<file path="config.mk">
export PLATFORM = sky130hd
export DESIGN_NAME = pump_motion_safety_watchdog_core
export DESIGN_NICKNAME = d
export VERILOG_FILES = /design/src/hw/rtl/pmsw_pkg.sv /design/src/hw/rtl/pmsw_cfg.sv /design/src/hw/rtl/pmsw_engine.sv /design/src/hw/rtl/pump_motion_safety_watchdog_core.sv
export SDC_FILE = /design/constraint.sdc
export NUM_CORES = 1
export LEC_CHECK = 0
export BUFFER_PORTS_ARGS = -buffer_cell sky130_fd_sc_hd__buf_2
export CAP_MARGIN = 40
export CORE_MARGIN = 4
export CORE_UTILIZATION = 45
export DETAILED_ROUTE_END_ITERATION = 7
export RECOVER_POWER = 50
export SYNTH_ARGS = -nofsm -noshare
export SYNTH_HDL_FRONTEND = slang
export SYNTH_SLANG_ARGS = --single-unit
export TNS_END_PERCENT = 20
</file>
<file path="constraint.sdc">
create_clock -name clock -period 4.3 [get_ports clock]
set_input_delay 0.43 -clock clock [delete_from_list [all_inputs] [get_ports clock]]
set_output_delay 0.43 -clock clock [all_outputs]
set_load 0.02 [all_outputs]
</file>
<file path="src/hw/rtl/pmsw_pkg.sv">
`timescale 1ns / 1ps

package pmsw_pkg;

   localparam logic [3:0] FUNC_INIT         = 4'd0;
   localparam logic [3:0] FUNC_CHECK        = 4'd1;
   localparam logic [3:0] FUNC_AGENT_PUMP   = 4'd2;
   localparam logic [3:0] FUNC_WEB_PUMP     = 4'd3;
   localparam logic [3:0] FUNC_PUMP_OFF     = 4'd4;
   localparam logic [3:0] FUNC_MOTION_STOP  = 4'd5;
   localparam logic [3:0] FUNC_AGENT_MOTION = 4'd6;
   localparam logic [3:0] FUNC_WEB_MOTION   = 4'd7;
   localparam logic [3:0] FUNC_AGENT_STATE  = 4'd8;

   localparam logic [1:0] SRC_NONE  = 2'd0;
   localparam logic [1:0] SRC_AGENT = 2'd1;
   localparam logic [1:0] SRC_WEB   = 2'd2;

   localparam logic [1:0] MCAUSE_NONE    = 2'd0;
   localparam logic [1:0] MCAUSE_STOP    = 2'd1;
   localparam logic [1:0] MCAUSE_LOST    = 2'd2;
   localparam logic [1:0] MCAUSE_TIMEOUT = 2'd3;

   localparam logic [2:0] PCAUSE_NONE     = 3'd0;
   localparam logic [2:0] PCAUSE_REJECTED = 3'd1;
   localparam logic [2:0] PCAUSE_LOST     = 3'd2;
   localparam logic [2:0] PCAUSE_TIMEOUT  = 3'd3;
   localparam logic [2:0] PCAUSE_OFF      = 3'd4;

   localparam logic [1:0] CSR_PUMP_TIMEOUT     = 2'd0;
   localparam logic [1:0] CSR_MOTION_TIMEOUT   = 2'd1;
   localparam logic [1:0] CSR_PUMP_ACTIVE_HIGH = 2'd2;

   localparam logic [31:0] PUMP_TIMEOUT_RST   = 32'd0;
   localparam logic [31:0] MOTION_TIMEOUT_RST = 32'd500;

   typedef struct packed {
      logic [31:0] pump_timeout;
      logic [31:0] motion_timeout;
      logic        pump_active_high;
   } cfg_type;

   typedef struct packed {
      logic [3:0]  func;
      logic [31:0] now_ms;
      logic        pump_request_on;
      logic        agent_link;
   } item_type;

   typedef struct packed {
      logic       pump_drive;
      logic       pump_enabled;
      logic       motion_stop;
      logic [1:0] motion_cause;
      logic [2:0] pump_cause;
   } result_type;

endpackage

</file>
<file path="src/hw/rtl/pmsw_cfg.sv">
`timescale 1ns / 1ps

module pmsw_cfg (
   input  logic             clock,
   input  logic             reset,
   input  logic             wr_en,
   input  logic [1:0]       wr_index,
   input  logic [31:0]      wr_data,
   output pmsw_pkg::cfg_type cfg
);

   pmsw_pkg::cfg_type cfg_ff, cfg_in;

   always_comb begin
      cfg_in = cfg_ff;
      if (wr_en) begin
         case (wr_index)
            pmsw_pkg::CSR_PUMP_TIMEOUT:     cfg_in.pump_timeout     = wr_data;
            pmsw_pkg::CSR_MOTION_TIMEOUT:   cfg_in.motion_timeout   = wr_data;
            pmsw_pkg::CSR_PUMP_ACTIVE_HIGH: cfg_in.pump_active_high = wr_data[0];
            default: ;
         endcase
      end
   end

   always_ff @(posedge clock) begin
      if (reset) begin
         cfg_ff.pump_timeout     <= pmsw_pkg::PUMP_TIMEOUT_RST;
         cfg_ff.motion_timeout   <= pmsw_pkg::MOTION_TIMEOUT_RST;
         cfg_ff.pump_active_high <= 1'b1;
      end else begin
         cfg_ff <= cfg_in;
      end
   end

   assign cfg = cfg_ff;

endmodule

</file>
<file path="src/hw/rtl/pmsw_engine.sv">
`timescale 1ns / 1ps

module pmsw_engine (
   input  logic                 clock,
   input  logic                 reset,
   input  logic                 fire,
   input  pmsw_pkg::item_type   item,
   input  pmsw_pkg::cfg_type    cfg,
   output pmsw_pkg::result_type result
);

   logic        initialized_ff, initialized_in;
   logic        link_up_ff, link_up_in;
   logic        pump_on_ff, pump_on_in;
   logic [1:0]  pump_source_ff, pump_source_in;
   logic [31:0] pump_stamp_ff, pump_stamp_in;
   logic [1:0]  motion_source_ff, motion_source_in;
   logic [31:0] motion_stamp_ff, motion_stamp_in;

   logic [31:0] motion_elapsed;
   logic [31:0] pump_elapsed;
   logic        motion_expired;
   logic        pump_expired;
   logic        mstop;
   logic [1:0]  mcause;
   logic [2:0]  pcause;

   assign motion_elapsed = item.now_ms - motion_stamp_ff;
   assign pump_elapsed   = item.now_ms - pump_stamp_ff;
   assign motion_expired = (cfg.motion_timeout != 32'd0) && (motion_elapsed > cfg.motion_timeout);
   assign pump_expired   = (cfg.pump_timeout != 32'd0) && (pump_elapsed > cfg.pump_timeout);

   always_comb begin
      initialized_in   = initialized_ff;
      link_up_in       = link_up_ff;
      pump_on_in       = pump_on_ff;
      pump_source_in   = pump_source_ff;
      pump_stamp_in    = pump_stamp_ff;
      motion_source_in = motion_source_ff;
      motion_stamp_in  = motion_stamp_ff;
      mstop            = 1'b0;
      mcause           = pmsw_pkg::MCAUSE_NONE;
      pcause           = pmsw_pkg::PCAUSE_NONE;

      case (item.func)
         pmsw_pkg::FUNC_INIT: begin
            initialized_in   = 1'b1;
            link_up_in       = item.agent_link;
            pump_stamp_in    = item.now_ms;
            pump_source_in   = pmsw_pkg::SRC_NONE;
            motion_stamp_in  = item.now_ms;
            motion_source_in = pmsw_pkg::SRC_NONE;
            pump_on_in       = 1'b0;
         end
         pmsw_pkg::FUNC_CHECK: begin
            if (motion_source_ff != pmsw_pkg::SRC_NONE) begin
               if (motion_source_ff == pmsw_pkg::SRC_AGENT && !link_up_ff) begin
                  mstop  = 1'b1;
                  mcause = pmsw_pkg::MCAUSE_LOST;
               end else if (motion_expired) begin
                  mstop  = 1'b1;
                  mcause = pmsw_pkg::MCAUSE_TIMEOUT;
               end
            end
            if (mstop) begin
               motion_source_in = pmsw_pkg::SRC_NONE;
               motion_stamp_in  = item.now_ms;
            end
            if (pump_on_ff && pump_source_ff == pmsw_pkg::SRC_AGENT && !link_up_ff) begin
               pcause = pmsw_pkg::PCAUSE_LOST;
            end else if (pump_on_ff && pump_expired) begin
               pcause = pmsw_pkg::PCAUSE_TIMEOUT;
            end
            if (pcause != pmsw_pkg::PCAUSE_NONE) begin
               pump_stamp_in  = item.now_ms;
               pump_source_in = pmsw_pkg::SRC_NONE;
               if (initialized_ff) begin
                  pump_on_in = 1'b0;
               end
            end
         end
         pmsw_pkg::FUNC_AGENT_PUMP: begin
            pump_stamp_in = item.now_ms;
            if (item.pump_request_on && !link_up_ff) begin
               pump_source_in = pmsw_pkg::SRC_NONE;
               pcause         = pmsw_pkg::PCAUSE_REJECTED;
               if (initialized_ff) begin
                  pump_on_in = 1'b0;
               end
            end else begin
               pump_source_in = item.pump_request_on ? pmsw_pkg::SRC_AGENT : pmsw_pkg::SRC_NONE;
               if (initialized_ff) begin
                  pump_on_in = item.pump_request_on;
               end
            end
         end
         pmsw_pkg::FUNC_WEB_PUMP: begin
            pump_stamp_in  = item.now_ms;
            pump_source_in = item.pump_request_on ? pmsw_pkg::SRC_WEB : pmsw_pkg::SRC_NONE;
            if (initialized_ff) begin
               pump_on_in = item.pump_request_on;
            end
         end
         pmsw_pkg::FUNC_PUMP_OFF: begin
            pump_stamp_in  = item.now_ms;
            pump_source_in = pmsw_pkg::SRC_NONE;
            pcause         = pmsw_pkg::PCAUSE_OFF;
            if (initialized_ff) begin
               pump_on_in = 1'b0;
            end
         end
         pmsw_pkg::FUNC_MOTION_STOP: begin
            motion_source_in = pmsw_pkg::SRC_NONE;
            motion_stamp_in  = item.now_ms;
            mstop            = 1'b1;
            mcause           = pmsw_pkg::MCAUSE_STOP;
         end
         pmsw_pkg::FUNC_AGENT_MOTION: begin
            motion_stamp_in  = item.now_ms;
            motion_source_in = pmsw_pkg::SRC_AGENT;
         end
         pmsw_pkg::FUNC_WEB_MOTION: begin
            motion_stamp_in  = item.now_ms;
            motion_source_in = pmsw_pkg::SRC_WEB;
         end
         pmsw_pkg::FUNC_AGENT_STATE: begin
            link_up_in = item.agent_link;
            if (!item.agent_link && motion_source_ff == pmsw_pkg::SRC_AGENT) begin
               motion_source_in = pmsw_pkg::SRC_NONE;
               motion_stamp_in  = item.now_ms;
               mstop            = 1'b1;
               mcause           = pmsw_pkg::MCAUSE_LOST;
            end
            if (!item.agent_link && pump_source_ff == pmsw_pkg::SRC_AGENT) begin
               pump_stamp_in  = item.now_ms;
               pump_source_in = pmsw_pkg::SRC_NONE;
               pcause         = pmsw_pkg::PCAUSE_LOST;
               if (initialized_ff) begin
                  pump_on_in = 1'b0;
               end
            end
         end
         default: ;
      endcase

      result.pump_drive   = pump_on_in ? cfg.pump_active_high : ~cfg.pump_active_high;
      result.pump_enabled = pump_on_in;
      result.motion_stop  = mstop;
      result.motion_cause = mcause;
      result.pump_cause   = pcause;
   end

   always_ff @(posedge clock) begin
      if (reset) begin
         initialized_ff   <= 1'b0;
         link_up_ff       <= 1'b0;
         pump_on_ff       <= 1'b0;
         pump_source_ff   <= pmsw_pkg::SRC_NONE;
         pump_stamp_ff    <= 32'd0;
         motion_source_ff <= pmsw_pkg::SRC_NONE;
         motion_stamp_ff  <= 32'd0;
      end else if (fire) begin
         initialized_ff   <= initialized_in;
         link_up_ff       <= link_up_in;
         pump_on_ff       <= pump_on_in;
         pump_source_ff   <= pump_source_in;
         pump_stamp_ff    <= pump_stamp_in;
         motion_source_ff <= motion_source_in;
         motion_stamp_ff  <= motion_stamp_in;
      end
   end

endmodule

</file>
<file path="src/hw/rtl/pump_motion_safety_watchdog_core.sv">
`timescale 1ns / 1ps

// Pump and motion safety watchdog. Each request (func, now_ms, pump_request_on,
// agent_link) gives exactly one response with the pump pin level, the
// logical pump state and any motion stop or pump shutdown cause. A request is
// registered on acceptance; its response is computed from that registered
// request against the tracked command state and is registered in result_ff,
// which raises rsp_valid. One request is taken per cycle while rsp_stall does
// not hold the response. Configuration writes on the
// csr_ port are always ready and should only be made while no request is in
// flight. csr_index 3 is ignored.
module pump_motion_safety_watchdog_core (
   input  logic        clock,
   input  logic        reset,
   input  logic        req_valid,
   output logic        req_stall,
   input  logic [3:0]  req_func,
   input  logic [31:0] req_now_ms,
   input  logic        req_pump_request_on,
   input  logic        req_agent_link,
   output logic        rsp_valid,
   input  logic        rsp_stall,
   output logic        rsp_pump_drive,
   output logic        rsp_pump_enabled,
   output logic        rsp_motion_stop,
   output logic [1:0]  rsp_motion_cause,
   output logic [2:0]  rsp_pump_cause,
   input  logic        csr_valid,
   output logic        csr_ready,
   input  logic [1:0]  csr_index,
   input  logic [31:0] csr_wdata
);

   pmsw_pkg::cfg_type    cfg;
   pmsw_pkg::item_type   item_ff, item_in;
   pmsw_pkg::result_type result_ff, result_in;
   logic                 item_valid_ff;
   logic                 rsp_valid_ff;
   logic                 advance;
   logic                 req_accept;

   assign csr_ready  = 1'b1;
   assign advance    = item_valid_ff && (!rsp_valid_ff || !rsp_stall);
   assign req_stall  = item_valid_ff && !advance;
   assign req_accept = req_valid && !req_stall;

   assign item_in.func            = req_func;
   assign item_in.now_ms          = req_now_ms;
   assign item_in.pump_request_on = req_pump_request_on;
   assign item_in.agent_link      = req_agent_link;

   pmsw_cfg u_cfg (
      .clock    (clock),
      .reset    (reset),
      .wr_en    (csr_valid && csr_ready),
      .wr_index (csr_index),
      .wr_data  (csr_wdata),
      .cfg      (cfg)
   );

   pmsw_engine u_engine (
      .clock  (clock),
      .reset  (reset),
      .fire   (advance),
      .item   (item_ff),
      .cfg    (cfg),
      .result (result_in)
   );

   always_ff @(posedge clock) begin
      if (reset) begin
         item_valid_ff <= 1'b0;
         rsp_valid_ff  <= 1'b0;
      end else begin
         if (req_accept) begin
            item_valid_ff <= 1'b1;
         end else if (advance) begin
            item_valid_ff <= 1'b0;
         end
         if (advance) begin
            rsp_valid_ff <= 1'b1;
         end else if (!rsp_stall) begin
            rsp_valid_ff <= 1'b0;
         end
      end
   end

   always_ff @(posedge clock) begin
      if (req_accept) begin
         item_ff <= item_in;
      end
      if (advance) begin
         result_ff <= result_in;
      end
   end

   assign rsp_valid        = rsp_valid_ff;
   assign rsp_pump_drive   = result_ff.pump_drive;
   assign rsp_pump_enabled = result_ff.pump_enabled;
   assign rsp_motion_stop  = result_ff.motion_stop;
   assign rsp_motion_cause = result_ff.motion_cause;
   assign rsp_pump_cause   = result_ff.pump_cause;

endmodule

</file>
* Yosys cells after proc, flatten, opt, wreduce, memory -nomap -nowiden
Index checks and enable logic that the tools add are counted.
** Storage, ports and cells
- Output and inout bits :: 11
- Bits of input ports :: 77
- Register bits after elaboration :: 184
** Cells by class
- Bitwise gates (word level) :: 1
- Add/sub/neg operators :: 2
- Muxes and demuxes :: 43
- Magnitude comparators :: 2
- Reduce and logical (&&, ||, !) cells :: 44
- Equality and inequality tests :: 17
** Operators by type and width (number)
- $pmux W32 S3 :: 2
- $mux W32 :: 4
- $gt A32 B32 Y1 :: 2
- $reduce_bool A32 Y1 :: 2
- $sub A32 B32 Y32 :: 2
- $mux W2 :: 12
- $pmux W2 S5 :: 2
- $mux W1 :: 17
- $eq A4 B3 Y1 const B :: 4
- $reduce_and A4 Y1 :: 4
- $logic_and A1 B1 Y1 :: 12
- $pmux W3 S4 :: 1
- $ne A2 B1 Y1 const B :: 5
- $reduce_and A2 Y1 :: 5
- $reduce_bool A5 Y1 :: 2
- $reduce_bool A3 Y1 :: 3
- $eq A4 B2 Y1 const B :: 2
- $reduce_or A4 Y1 :: 2
- $eq A2 B1 Y1 const B :: 3
- $logic_not A1 Y1 :: 6
- $mux W3 :: 2
- $pmux W1 S6 :: 1
- $pmux W2 S3 :: 1
- $reduce_or A2 Y1 :: 3
- 9 further kinds :: 10

* Depth between registers and ports, before layout
- Depth after elaboration :: 11
- Gate-level depth with buffers :: 23
- Depth with buffers taken out :: 21

* Cells and area by module
A second synthesis with hierarchy kept.
** Unflattened totals
- Cells, all modules :: 1372
- Area, all modules :: 12632.1 sq um
** By module, submodules not included
- pmsw_engine :: times used 1, area each 8428.1 sq um, seq. area each 1421.4 sq um, cells an instance 1056
- pmsw_cfg :: times used 1, area each 2725.1 sq um, seq. area each 1301.2 sq um, cells an instance 258
- pump_motion_safety_watchdog_core :: times used 1, area each 1478.9 sq um, seq. area each 1421.4 sq um, cells an instance 58

* Worst setup path before layout
OpenSTA, ideal clock, no wires.
- Kind :: register to register
- Start :: register item_ff[2] in the netlist's numbering
- End :: register u_engine.pump_stamp_ff[24]
- Slack :: -0.110 ns
- Arrival :: 4.278 ns
- Stages on the path, launching flop included :: 23
- Period minus slack after synthesis :: 4.410 ns
- Library setup time :: 0.132 ns
- Required time :: 4.168 ns
- Cell sequence :: edfxtp_1 > inv_1 > ha_1 > inv_1 > fa_1 > a211oi_1 > o21ai_1 > a21oi_2 > o31ai_2 > a221o_2 > a221oi_2 > o21bai_1 > xor2_1 > ha_1 > and3_1 > nand3_1 > nor4_1 > a31oi_1 > o211a_1 > buf_2 > buf_1 > nand3_1 > a21oi_1
** Between the ends
- Word-level cells in the longest chain between the ends :: 10
** RTL lines
- start, declared :: line pump_motion_safety_watchdog_core.sv:35 : pmsw_pkg::item_type item_ff, item_in;
- start signal, assigned :: line pump_motion_safety_watchdog_core.sv:90 : item_ff <= item_in;
- $sub A32 B32 Y32 :: line pmsw_engine.sv:29 : assign pump_elapsed = item.now_ms - pump_stamp_ff;
- $gt A32 B32 Y1 :: line pmsw_engine.sv:31 : assign pump_expired = (cfg.pump_timeout != 32'd0) && (pump_elapsed > cfg.pump_timeout);
- $logic_and A1 B1 Y1 :: line pmsw_engine.sv:31
- $logic_and A1 B1 Y1 :: line pmsw_engine.sv:71 : end else if (pump_on_ff && pump_expired) begin
- $mux W2 :: line pmsw_engine.sv:71
- $mux W3 :: line pmsw_engine.sv:69 : if (pump_on_ff && pump_source_ff == pmsw_pkg::SRC_AGENT && !link_up_ff) begin
- $mux W3 :: line pmsw_engine.sv:45 : case (item.func)
- $reduce_bool A3 Y1 :: line pmsw_engine.sv:74 : if (pcause != pmsw_pkg::PCAUSE_NONE) begin
- $ne A2 B1 Y1 (no source line)
- $reduce_and A4 Y1 (no source line)
- end signal, assigned :: line pmsw_engine.sv:167 : pump_stamp_ff <= pump_stamp_in;
- end, declared :: line pmsw_engine.sv:16 : logic [31:0] pump_stamp_ff, pump_stamp_in;
No other way between the ends. The select of a mux whose other input is x is not followed.
A chain may end at the register's enable or synchronous reset.

* Worst setup path in the final report
- Start :: register item_ff[2] in the netlist's numbering
- End :: register u_engine.motion_stamp_ff[27]
** Between the ends
- Word-level cells in the longest chain between the ends :: 9
** RTL lines
- $sub A32 B32 Y32 :: line pmsw_engine.sv:28 : assign motion_elapsed = item.now_ms - motion_stamp_ff;
- $gt A32 B32 Y1 :: line pmsw_engine.sv:30 : assign motion_expired = (cfg.motion_timeout != 32'd0) && (motion_elapsed > cfg.motion_timeout);
- $logic_and A1 B1 Y1 :: line pmsw_engine.sv:30
- $mux W1 :: line pmsw_engine.sv:60 : end else if (motion_expired) begin
- $mux W1 :: line pmsw_engine.sv:57 : if (motion_source_ff == pmsw_pkg::SRC_AGENT && !link_up_ff) begin
- $mux W1 :: line pmsw_engine.sv:56 : if (motion_source_ff != pmsw_pkg::SRC_NONE) begin
- $mux W1 :: line pmsw_engine.sv:45
- $ne A2 B1 Y1 (no source line)
- $reduce_and A4 Y1 (no source line)
- end signal, assigned :: line pmsw_engine.sv:169 : motion_stamp_ff <= motion_stamp_in;
- end, declared :: line pmsw_engine.sv:18 : logic [31:0] motion_stamp_ff, motion_stamp_in;
No other way between the ends. The select of a mux whose other input is x is not followed.

==> impl_metrics.csv <==
group,metric,value,unit
cts,clk_latency,0.44,ns
cts,cts-htree-levels,4,
critical_path,cp-start-kind,"register",
critical_path,path_class,"register to register",
placed_design,globalplace.congestion,0.889,
synth,synth-seq-cells,184,
run,drv_cap,2,
cells_and_area,fin_util,0.599,
synth,async_flop_share,0,
pwr,p_leak,0.00598,uW
synth,ys.flop_type,"dfxtp_1",
die,dieHeight,171,microns
timing,setup_viol,76,
route,drtIter0Drc,908,
worst_hold_path,hold_path_class,"input pin to register",
grt,grt_start_max_net_pins,73,
worst_hold_path,hp-start,"req_now_ms[27]",
pwr,p_per_area,306,nW/um^2
cts,clkSinkCount,184,
cells_and_area,nFillCells,2288,
die,num_io_pins,88,
die,start_util,0.458,
placed_design,dp_slack,-0.598,ns
timing,fin_skew,0.0143,ns
timing,tightest_slew,1.93,ns
grt,antenna_found_initial,0,
synth,yosys_warnings,0,
route,via_per_inst,5.68,
timing,period_needed,4.78,ns
timing,min_period_over_period,1.11,
synth,synth_cells,1398,
grt,grt_pass1_vias,10900,
synth,ys_seq_area_frac,0.347,
die,die_area,29200,sq um
cells_and_area,mostFrequentLayoutCells,"buf_4, nand2_1, a21oi_1",
critical_path,r2r-start,"item_ff[2]$_DFFE_PP_",
timing,rsz0062_at_grt,"yes",
placed_design,port_buffers,86,
synth,syn_nets,1603,
cells_and_area,seq_area,4140,sq um
timing,finalWorstSetupSlack,-0.476,ns
route,ant_nets,0,
synth,synth.distinct_cells,85,
timing,finalMaxSlewViolations,54,
critical_path,cp-startpoint,"item_ff[2]$_DFFE_PP_",
timing,relSlewSlack,-0.289,
route,drc_errors,0,
synth,yosysTopAreaCellShare,0.232,
critical_path,crit_path_end_kind,"register",
route,first_pass_iters,6,
route,wl_per_cell,18.9,microns
synth,synthTopCellsByArea,"dfxtp_1, ha_1, edfxtp_1",
synth,syn_avg_cell_area,8.53,sq um
status,status,"finished with violations",
cells_and_area,mostFrequentLayoutCell,"buf_4",
die,die-width,171,microns
synth,synth_top_cell_by_area,"dfxtp_1",
status,failed_checks,"capacitance limit, slew limit, setup timing",
route,wl,37800,microns
cts,clockBufferDepth,2,
grt,overflow,0,
timing,max_freq,0.209,GHz
cts,hold_buffers,0,
cells_and_area,multi_input_area,7560,sq um
grt,track_usage,0.255,
grt,grt_pass1_wl,58700,microns
die,rows,59,
cts,clkSlewWorstSetupHoldPaths,0.08,ns
cells_and_area,synthToLayoutAreaGrowth,30.9,%
cts,clockRootBuffer,"clkbuf_16",
die,coreArea,26100,sq um
critical_path,required,4.61,ns
timing,finalHoldViolations,0,
cells_and_area,antenna_cells,0,
critical_path,arrival,5.08,ns
synth,synth-edff-count,46,
cts,cts_inserted_buffers,17,
synth,syn_area,11900,sq um
placed_design,dp_hpwl,26500,microns
critical_path,crit_path_max_fanout,7,
pwr,peakVddDrop,0.000254,V
cells_and_area,drive_above_1_share,0.275,
cells_and_area,final_nets,1862,
route,vias,11400,
timing,holdWs,0.156,ns
cts,cts_tree,"done",
[where the power goes]
| group | switching [uW] | internal (uW) |
|---|---|---|
| registers | 56.4 | 1840 |
| logic | 687 | 576 |
| clock network | 802 | 826 |
[layer usage]
layer	global-route usage	up-vias	part of all wire	wire length [microns]
met5	0	-	0	0
met3	0.0448	46	0.059	2220
met1	0.348	5415	0.45	17100
met4	0.0648	0	0.024	894
li1	-	5573	-	-
met2	0.420	357	0.46	17600
[cells in the mapped netlist (6+ instances only)]
cell / count
a211oi_1: 19
a21o_1: 31
a21oi_1: 155
a31oi_1: 6
and3_1: 9
buf_2: 11
clkbuf_1: 45
dfxtp_1: 138
edfxtp_1: 46
ha_1: 126
inv_1: 143
nand2_1: 168
nand2b_1: 7
nand3_1: 51
nand4_1: 20
nor2_1: 53
nor2b_1: 11
nor3_1: 13
nor4_1: 20
o2111ai_1: 31
o211ai_1: 10
o21a_1: 18
o21ai_0: 22
o21ai_1: 47
o21bai_1: 11
o31ai_2: 31
or2_2: 6
xnor2_1: 36
xor2_1: 17
[cell type report]
class,instances,area share
Multi-Input combinational cell,1005,0.484
Sequential cell,184,0.265
Timing Repair Buffer,305,0.151
Inverter,144,0.0346
Clock buffer,17,0.0272
Tap cell,335,0.0268
Clock inverter,15,0.0105
[through the flow]
| stage | setup TNS, ns | cells | cell area [sq um] | power (uW) |
|---|---|---|---|---|
| after floorplan | -0.317 | 1398 | 12000 | 2620 |
| after global placement | -34.97 | 1939 | 14000 | 3040 |
| after detailed placement | -38.49 | 1941 | 14000 | 3060 |
| after CTS | -29.72 | 1994 | 15300 | 4730 |
| after global routing | -48.23 | 2005 | 15600 | 5000 |
| final | -30.80 | 2005 | 15600 | 4780 |
[sequential cells by signal, summed over array words and instances (netlist names), 2 cells and up]
register,flops
item_ff,38
rsp_motion_cause,2
rsp_pump_cause,3
u_cfg.cfg,65
u_engine.motion_source_ff,2
u_engine.motion_stamp_ff,32
u_engine.pump_source_ff,2
u_engine.pump_stamp_ff,32
[critical path: stages, from the launching register on]
cell and delay [ns]:
edfxtp_1 0.42, inv_2 0.09, buf_6 0.10, ha_4 0.13, inv_2 0.04, fa_2 0.38, a211oi_4 0.28, o21ai_2 0.12
nand4_1 0.22, nand3b_1 0.15, o31a_1 0.29, a21o_1 0.20, a21oi_2 0.18, xnor2_2 0.15, ha_1 0.26, nand2_1 0.12
o21ai_0 0.09, nor3b_1 0.15, nor3_2 0.33, a31oi_4 0.16, buf_4 0.16, buf_6 0.12, clkbuf_16 0.17, o2111ai_1 0.23
o31ai_2 0.09
[logic make-up after synthesis]
family / after synthesis / share of synthesized area
xor+xnor: 53 / 0.0389
mux: 3 / 0.00252
simple gates: 387 / 0.154
flops: 184 / 0.347
other cells: 1 / 0.000314
buf+inv: 209 / 0.0707
compound gates: 433 / 0.250
fa+ha+maj: 128 / 0.136
[final timing paths]
path                                                to  slack [ns]  cells past startpoint
max          u_engine.motion_stamp_ff[27]$_SDFFE_PP0P_       -0.48                     24
min                              item_ff[29]$_DFFE_PP_        0.16                      1
max reg2reg  u_engine.motion_stamp_ff[27]$_SDFFE_PP0P_       -0.48                     24
min reg2reg     u_engine.pump_stamp_ff[4]$_SDFFE_PP0P_        0.46                      2
[timing repair]
action                     in CTS  in global routing
setup endpoints to repair      76                 76
cloned                          7                  1
hold endpoints to repair        0                  0
gates resized for setup        73                 61
buffers inserted               15                 12
pin swaps                      42                 59
Power figures use the tool's default switching activity.
